===== src/design/fltw_pkg.sv =====
// ============================================================================
// fltw_pkg: shared types and microcode for the four-level page table walker
// Holds the control word layout, the step and code enumerations, the control
// store contents and the table entry address helper.
// ============================================================================
`timescale 1ns / 1ps

package fltw_pkg;

    // Operation codes carried by the func field.
    typedef enum logic [1:0] {
        FN_WRITE     = 2'd0,
        FN_TRANSLATE = 2'd1,
        FN_UNMAP     = 2'd2,
        FN_NONE      = 2'd3
    } t_func;

    // Microprogram step addresses.
    typedef enum logic [3:0] {
        S_IDLE      = 4'd0,
        S_WR        = 4'd1,
        S_RD4       = 4'd2,
        S_RD3       = 4'd3,
        S_RD2       = 4'd4,
        S_CHK2      = 4'd5,
        S_LEAF      = 4'd6,
        S_HUGE      = 4'd7,
        S_UNMAP_CLR = 4'd8,
        S_MISS      = 4'd9,
        S_NOP       = 4'd10,
        S_CLR       = 4'd11
    } t_step;

    // Branch conditions.
    typedef enum logic [2:0] {
        C_NONE,
        C_DISPATCH,
        C_HUGE,
        C_UNMAP,
        C_CLR_MORE
    } t_cond;

    // Store operation.
    typedef enum logic [1:0] {
        M_NONE,
        M_READ,
        M_WRITE
    } t_mem;

    // Store address source.
    typedef enum logic [2:0] {
        A_ROOT,
        A_ENTRY,
        A_WORD,
        A_SLOT,
        A_CLR
    } t_asel;

    // Virtual address index field used for a table fetch.
    typedef enum logic [1:0] {
        I_L4,
        I_L3,
        I_L2,
        I_L1
    } t_isel;

    // Result source.
    typedef enum logic [1:0] {
        R_ZERO,
        R_MISS,
        R_HUGE,
        R_LEAF
    } t_rsel;

    // One control word of the microprogram.
    typedef struct packed {
        t_cond  cond;
        t_step  target;
        t_step  next;
        logic   chk_present;
        t_mem   mem_op;
        t_asel  asel;
        t_isel  isel;
        logic   wzero;
        logic   done;
        t_rsel  rsel;
        logic   load_in;
        logic   clr_inc;
    } t_ctl;

    // Sequencer to datapath.
    typedef struct packed {
        t_ctl   ctl;
        logic   taken;
    } t_fltw_seq;

    // Datapath to sequencer.
    typedef struct packed {
        logic   start;
        t_func  in_func;
        logic   present;
        logic   huge;
        logic   unmap;
        logic   clr_more;
    } t_fltw_stat;

    localparam int PRESENT_BIT = 0;
    localparam int HUGE_BIT    = 7;
    localparam int IDX_W       = 9;
    localparam int PAGE_SHIFT  = 12;
    localparam int HUGE_SHIFT  = 21;

    // Word number of a table entry: the base has its low 12 bits cleared and
    // the index times eight stays below 4096, so no carry reaches the base.
    function automatic logic [60:0] fltw_entry_word(input logic [63:0] base,
                                                    input logic [IDX_W-1:0] idx);
        return {base[63:PAGE_SHIFT], idx};
    endfunction

    // Control store.
    function automatic t_ctl fltw_ucode(input t_step step);
        t_ctl c;
        c = '0;
        c.next = S_IDLE;
        c.target = S_IDLE;
        unique case (step)
            S_IDLE: begin
                c.cond    = C_DISPATCH;
                c.load_in = 1'b1;
            end
            S_WR: begin
                c.mem_op = M_WRITE;
                c.asel   = A_WORD;
                c.done   = 1'b1;
                c.rsel   = R_ZERO;
            end
            S_RD4: begin
                c.mem_op = M_READ;
                c.asel   = A_ROOT;
                c.isel   = I_L4;
                c.next   = S_RD3;
            end
            S_RD3: begin
                c.chk_present = 1'b1;
                c.mem_op      = M_READ;
                c.asel        = A_ENTRY;
                c.isel        = I_L3;
                c.next        = S_RD2;
            end
            S_RD2: begin
                c.chk_present = 1'b1;
                c.mem_op      = M_READ;
                c.asel        = A_ENTRY;
                c.isel        = I_L2;
                c.next        = S_CHK2;
            end
            S_CHK2: begin
                c.chk_present = 1'b1;
                c.cond        = C_HUGE;
                c.target      = S_HUGE;
                c.mem_op      = M_READ;
                c.asel        = A_ENTRY;
                c.isel        = I_L1;
                c.next        = S_LEAF;
            end
            S_LEAF: begin
                c.cond   = C_UNMAP;
                c.target = S_UNMAP_CLR;
                c.done   = 1'b1;
                c.rsel   = R_LEAF;
            end
            S_HUGE: begin
                c.cond   = C_UNMAP;
                c.target = S_UNMAP_CLR;
                c.done   = 1'b1;
                c.rsel   = R_HUGE;
            end
            S_UNMAP_CLR: begin
                c.mem_op = M_WRITE;
                c.asel   = A_SLOT;
                c.wzero  = 1'b1;
                c.done   = 1'b1;
                c.rsel   = R_ZERO;
            end
            S_MISS: begin
                c.done = 1'b1;
                c.rsel = R_MISS;
            end
            S_NOP: begin
                c.done = 1'b1;
                c.rsel = R_ZERO;
            end
            S_CLR: begin
                c.mem_op  = M_WRITE;
                c.asel    = A_CLR;
                c.wzero   = 1'b1;
                c.clr_inc = 1'b1;
                c.cond    = C_CLR_MORE;
                c.target  = S_CLR;
            end
            default: begin
                c.next = S_IDLE;
            end
        endcase
        return c;
    endfunction

endpackage


===== src/design/fltw_useq.sv =====
// ============================================================================
// fltw_useq: microprogram sequencer
// Holds the step counter, reads the control store and resolves the present
// check and the conditional jump of each control word.
// ============================================================================
`timescale 1ns / 1ps

module fltw_useq import fltw_pkg::*; (
    input  logic       i_clk,
    input  logic       i_rst_n,
    input  t_fltw_stat i_stat,
    output t_fltw_seq  o_seq,
    output logic       o_busy,
    output logic       o_clearing
);

    t_step r_step;
    t_step n_step;
    t_step w_dispatch;
    t_ctl  w_ctl;
    logic  w_cond;
    logic  w_miss;

    // Control store read.
    assign w_ctl = fltw_ucode(r_step);

    // Entry point for each operation.
    always_comb begin
        unique case (i_stat.in_func) inside
            FN_TRANSLATE, FN_UNMAP: w_dispatch = S_RD4;
            FN_WRITE:               w_dispatch = S_WR;
            FN_NONE:                w_dispatch = S_NOP;
            default:                w_dispatch = S_NOP;
        endcase
    end

    // Branch condition decode.
    always_comb begin
        unique case (w_ctl.cond)
            C_NONE:     w_cond = 1'b0;
            C_DISPATCH: w_cond = i_stat.start;
            C_HUGE:     w_cond = i_stat.huge;
            C_UNMAP:    w_cond = i_stat.unmap;
            C_CLR_MORE: w_cond = i_stat.clr_more;
            default:    w_cond = 1'b0;
        endcase
    end

    // Next step: a non-present entry wins over the coded branch.
    always_comb begin
        w_miss = w_ctl.chk_present && !i_stat.present;
        if (w_miss) begin
            n_step = S_MISS;
        end else if (w_cond) begin
            n_step = (w_ctl.cond == C_DISPATCH) ? w_dispatch : w_ctl.target;
        end else begin
            n_step = w_ctl.next;
        end
    end

    // Step counter; reset starts the store clearing pass.
    always_ff @(posedge i_clk) begin
        if (!i_rst_n) begin
            r_step <= S_CLR;
        end else begin
            r_step <= n_step;
        end
    end

    assign o_seq.ctl   = w_ctl;
    assign o_seq.taken = w_miss || w_cond;
    assign o_busy      = (r_step != S_IDLE);
    assign o_clearing  = (r_step == S_CLR);

endmodule


===== config.mk =====
export PLATFORM = sky130hd
export DESIGN_NAME = fltw_useq
export DESIGN_NICKNAME = d
export VERILOG_FILES = /design/src/design/fltw_pkg.sv /design/src/design/fltw_useq.sv
export SDC_FILE = /design/constraint.sdc
export NUM_CORES = 1
export LEC_CHECK = 0
export ABC_AREA = 0
export CORE_UTILIZATION = 30
export CTS_CLUSTER_DIAMETER = 80
export DETAILED_ROUTE_END_ITERATION = 7
export DONT_BUFFER_PORTS = 1
export SYNTH_ARGS = -nofsm -noshare
export SYNTH_HDL_FRONTEND = slang
export SYNTH_SLANG_ARGS = --single-unit

===== constraint.sdc =====
create_clock -name i_clk -period 4.05 [get_ports i_clk]
set_clock_uncertainty 0.05 [all_clocks]
set_input_delay 0 -clock i_clk [delete_from_list [all_inputs] [get_ports i_clk]]
set_output_delay 0 -clock i_clk [all_outputs]
set_load 0.005 [all_outputs]

Word-level counts from Yosys, hierarchy flattened
Index checks and enable logic that the tools add are counted.
{"block": "word_totals", "memories": 0, "romBits": 0, "wordCells": 47, "latchBits": 0, "inputBits": 9, "ram_bits": 0, "out_inout_bits": 28, "reg_bits": 4}
{"block": "op_classes", "div_mod_pow": 0, "mux": 15, "add_sub_neg": 0, "order_cmp": 0, "n_eq_ne": 17, "bitwise_logic": 1, "shifts": 0, "multipliers": 0, "reduce_logical": 12}
{"operator": "3-bit case mux with 4 select lines", "count": 3}
{"operator": "5-bit case mux with 5 select lines", "count": 1}
{"operator": "4-bit by 3-bit equality test with 1-bit output, second input constant", "count": 4}
{"operator": "4-bit equality test, second input constant", "count": 4}
{"operator": "4-bit case mux with 3 select lines", "count": 1}
{"operator": "4-bit by 2-bit equality test with 1-bit output, second input constant", "count": 2}
{"operator": "4-bit two-way mux", "count": 2}
{"operator": "4-bit case mux with 2 select lines", "count": 1}
{"operator": "2-bit OR reduction", "count": 4}
{"operator": "3-bit by 2-bit equality test with 1-bit output, second input constant", "count": 2}
{"operator": "2-bit case mux with 3 select lines", "count": 1}
{"operator": "3-bit OR reduction", "count": 2}
{"operator": "4-bit by 1-bit equality test with 1-bit output, second input constant", "count": 1}
{"operator": "4-bit logical NOT", "count": 1}
{"operator": "1-bit two-way mux", "count": 4}
{"operator": "1-bit case mux with 4 select lines", "count": 1}
{"operator": "4-bit nonzero test", "count": 1}
{"operator": "3-bit by 1-bit equality test with 1-bit output, second input constant", "count": 1}
{"operator": "3-bit equality test, second input constant", "count": 1}
{"operator": "2-bit by 1-bit equality test with 1-bit output, second input constant", "count": 1}
{"operator": "2-bit equality test, second input constant", "count": 1}
{"operator": "2-bit logical NOT", "count": 1}
{"operator": "2-bit two-way mux", "count": 1}
{"operator": "1-bit logical AND", "count": 1}
{"operator": "3 further kinds", "count": 3}

Depth between registers and ports, before layout
{"block": "depth", "word_depth": 7, "depth_mapped": 6, "ltp_nobuf": 4}

Worst setup path after synthesis
No wires, ideal clock.
{"block": "synth_timing", "kind": "register to register", "from": "register r_step[1]", "to": "register r_step[1]", "t_arrival_ns": 1.177, "path_buffers": 0, "period_less_slack_ns": 1.314, "t_required_ns": 3.914, "path_slack_ns": 2.736, "path_stages_with_launch": 5, "setup_ns": 0.086, "path_cell_list": "dfxtp_1 or3b_1 a21oi_2 nor2b_1 a221oi_2"}
{"element": "start, declared", "line_no": "fltw_useq.sv:17", "rtl": "t_step r_step;"}
{"element": "start signal, assigned", "line_no": "fltw_useq.sv:66", "rtl": "r_step <= n_step;"}

Worst setup path after layout
{"block": "layout_timing", "from": "register r_step[3]", "to": "register r_step[3]"}
{"block": "layout_via", "elab_chain_cells": 6, "elab_cells_between_ends": 21, "cone_classes": "10 x eq/ne; 6 x mux; 5 x reduce/logical"}
{"element": "4-bit by 3-bit equality test with 1-bit output", "line_no": "fltw_pkg.sv:126", "rtl": "unique case (step)"}
{"element": "2-bit OR reduction (no line)"}
{"element": "3-bit case mux with 4 select lines", "line_no": "fltw_pkg.sv:126"}
{"element": "3-bit equality test, or another cell as far along", "line_no": "fltw_useq.sv:39", "rtl": "unique case (w_ctl.cond)"}
{"element": "1-bit case mux with 4 select lines or 4-bit two-way mux (tied branches)", "line_no": "fltw_useq.sv:39, fltw_useq.sv:55"}
{"element": "4-bit two-way mux", "line_no": "fltw_useq.sv:54", "rtl": "end else if (w_cond) begin"}
Parallel ways exist; a longest one is shown, timed or not.
A chain may end at the register's enable or synchronous reset.

==> metrics.cfg <==
[cells_and_area]
fillers = 176
fin_cells = 106
num_antenna_cells = 0
area_growth_syn_to_layout_pct = 6.03
largest_register_ffs = 4
layout_common_cells = nor2_1 (12), inv_1 (7), o21ai_0 (6), nand2_1 (6)
multiInputGateArea_um2 = 383
layout_commonest_cell = nor2_1
drive_gt1_share_pct = 7.32
max_flop_register = r_step
largest_registers = r_step x4
seq_area_um2 = 80.1
layout.nets = 93

[pwr]
pwr-share-seq_pct = 33.8
switching_share_pct = 41.4
p_leak_nw = 0.248
intPower_mw = 0.109
pwr-share-comb_pct = 39.6
clock_power_share_pct = 26.6
vdd_ir_drop_max_v = 0.000275
switching_power_mw = 0.0772
powerDensity_nw_per_um2 = 326

[drt]
via_count = 567
first_pass_iters = 4
vias_per_cell = 5.35
antenna_left = 0
drt-initial-drc-count = 7
totalWireLength_um = 1410
drt_drc_violations_left = 0
wl_per_cell_um = 13.3

[timing]
fin_tns_setup_ps = 0
setup_viol = 0
hold_viol = 0
relSlewSlack_pct = 64.4
grt_setup_unrepaired = no
min_period_over_period_pct = 52.8
clock.fmax_mhz = 468
tightest_slew_ps = 534
period_minus_slack_ps = 2140
slew_violations = 0

[worst_hold_path]
hold_path.class = in2reg

[clock_tree]
clkSinkCount = 4
tritoncts = done
clk_pin_slew_ps = 40
cts_buffer_depth = 2
htree_levels = 1
cts-buffers-inserted = 3
cts_resized = 0
holdBufCountCts = 3
root_buffer = clkbuf_4
cts_setup_buffers = 0
clock_latency_ps = 240

[placement]
port_buffers = 0
gp_congestion = 0.747
hpwlAfterDp_um = 1020
dp.cells = 100

[grt]
antenna_found_initial = 0
grt_util_all_layers_pct = 15.8
grt_pass1_wl_um = 2300
grt_start_max_net_pins = 18
grt_pass1_vias = 483
grt-ovfl-total = 0

[logic_synthesis]
synth_area_um2 = 539
ys_types = 34
synth-seq-cells = 4
syn_nets = 93
ys_warn_count = 0
synth_sequential_area_ratio_pct = 14.8
avgSynthCellArea_um2 = 6.42
syn_inst = 84

[floorplan]
die-area_um2 = 1970
core_area_um2 = 1590
ioPinCount = 37
start_util_pct = 33.8
placementRows = 14
die_y_um = 44.4
die_w_um = 44.4

[critical_path]
crit_arrival_ps = 2200
cp.required_ps = 4110
critical_path.max_fanout = 17
crit_type = reg2reg
worst_setup_path_start_kind = flop
end_kind = flop

[run_status]
status = finished, final reports clean

[job]
drv_cap = 0

==> cell usage after synthesis (all sizes together) <==
cell | n | area (um^2)
nor2 | 12 | 45.0
buf | 8 | 50.1
o21ai | 8 | 40.0
inv | 7 | 26.3
nand2 | 6 | 22.5
a21oi | 5 | 28.8
dfxtp | 4 | 80.1
nand2b | 3 | 18.8
nand3b | 3 | 22.5
nor3 | 3 | 15.0
a221oi | 2 | 23.8
and3 | 2 | 12.5
nand3 | 2 | 10.0
o22ai | 2 | 12.5
xnor2 | 2 | 17.5
a21boi | 1 | 7.51
a21o | 1 | 7.51
and2 | 1 | 6.26
and3b | 1 | 8.76
and4b | 1 | 10.0
conb | 1 | 3.75
mux2 | 1 | 11.3
nor2b | 1 | 6.26
nor3b | 1 | 7.51
o211ai | 1 | 7.51
o221ai | 1 | 8.76
o31ai | 1 | 7.51
or2 | 1 | 6.26
or3 | 1 | 6.26
or3b | 1 | 8.76
==> power groups by stage <==
stage	Sequential [mW]	Combinational [mW]	Clock, mW
final	0.0629	0.0739	0.0496
after global routing	0.0651	0.0845	0.0565
after CTS	0.0626	0.0748	0.0515
after detailed placement	0.0631	0.0707	0
after global placement	0.0619	0.0705	0
after floorplan	0.0496	0.0788	0
==> metal layers <==
| layer | vias to the layer above | GRT usage [%] | share of wire, % |
|---|---|---|---|
| met5 | - | 0 | 0 |
| met4 | 0 | 1.82 | 0.57 |
| met3 | 2 | 8.16 | 9.6 |
| met2 | 26 | 22.6 | 45 |
| met1 | 254 | 21.6 | 45 |
| li1 | 285 | - | - |
==> area by class of cell <==
class,instances,area share (%)
Multi-Input combinational cell,65,67.0
Sequential cell,4,14.0
Timing Repair Buffer,3,5.25
Tap cell,24,5.25
Inverter,7,4.60
Clock buffer,3,3.94
==> logic make-up after synthesis <==
family	count (synthesis)	synth area share, %
AO/OA/AOI/OAI	22	26.7
XOR/XNOR	2	3.25
buffers and inverters	15	14.2
flip-flops	4	14.8
multiplexers	1	2.09
other	1	0.695
AND/OR/NAND/NOR	39	38.3
==> metrics by stage <==
step / cell area (um^2) / hold slack, ps / setup slack (ps) / utilization (%) / power (mW)
final: 572 / 24.4 / 1910 / 35.9 / 0.186
after floorplan: 539 / 28.6 / 2740 / - / 0.128
after CTS: 572 / 14.1 / 1910 / 35.9 / 0.189
after global placement: 519 / 31.9 / 2450 / 32.6 / 0.132
after global routing: 572 / 57.4 / 1730 / 35.9 / 0.206
after detailed placement: 519 / 33.3 / 2410 / 32.6 / 0.134
==> critical path: stages, from the launching register on <==
cell	delay, ps
dfxtp_1	640
and3b_1	240
o21ai_1	140
and2_1	240
o221ai_1	140
dlygate4sd3_1	570
==> path summary, 6_finish.rpt <==
path	startpoint	endpoint	slack, ps	cells past startpoint
setup / recovery	r_step[3]	r_step[3]	1910	5
hold / removal	i_rst_n	r_step[1]	20	3
setup reg to reg	r_step[3]	r_step[3]	1910	5
hold reg to reg	r_step[0]	r_step[0]	690	3
Note: power is estimated with default switching activity, not from simulation.
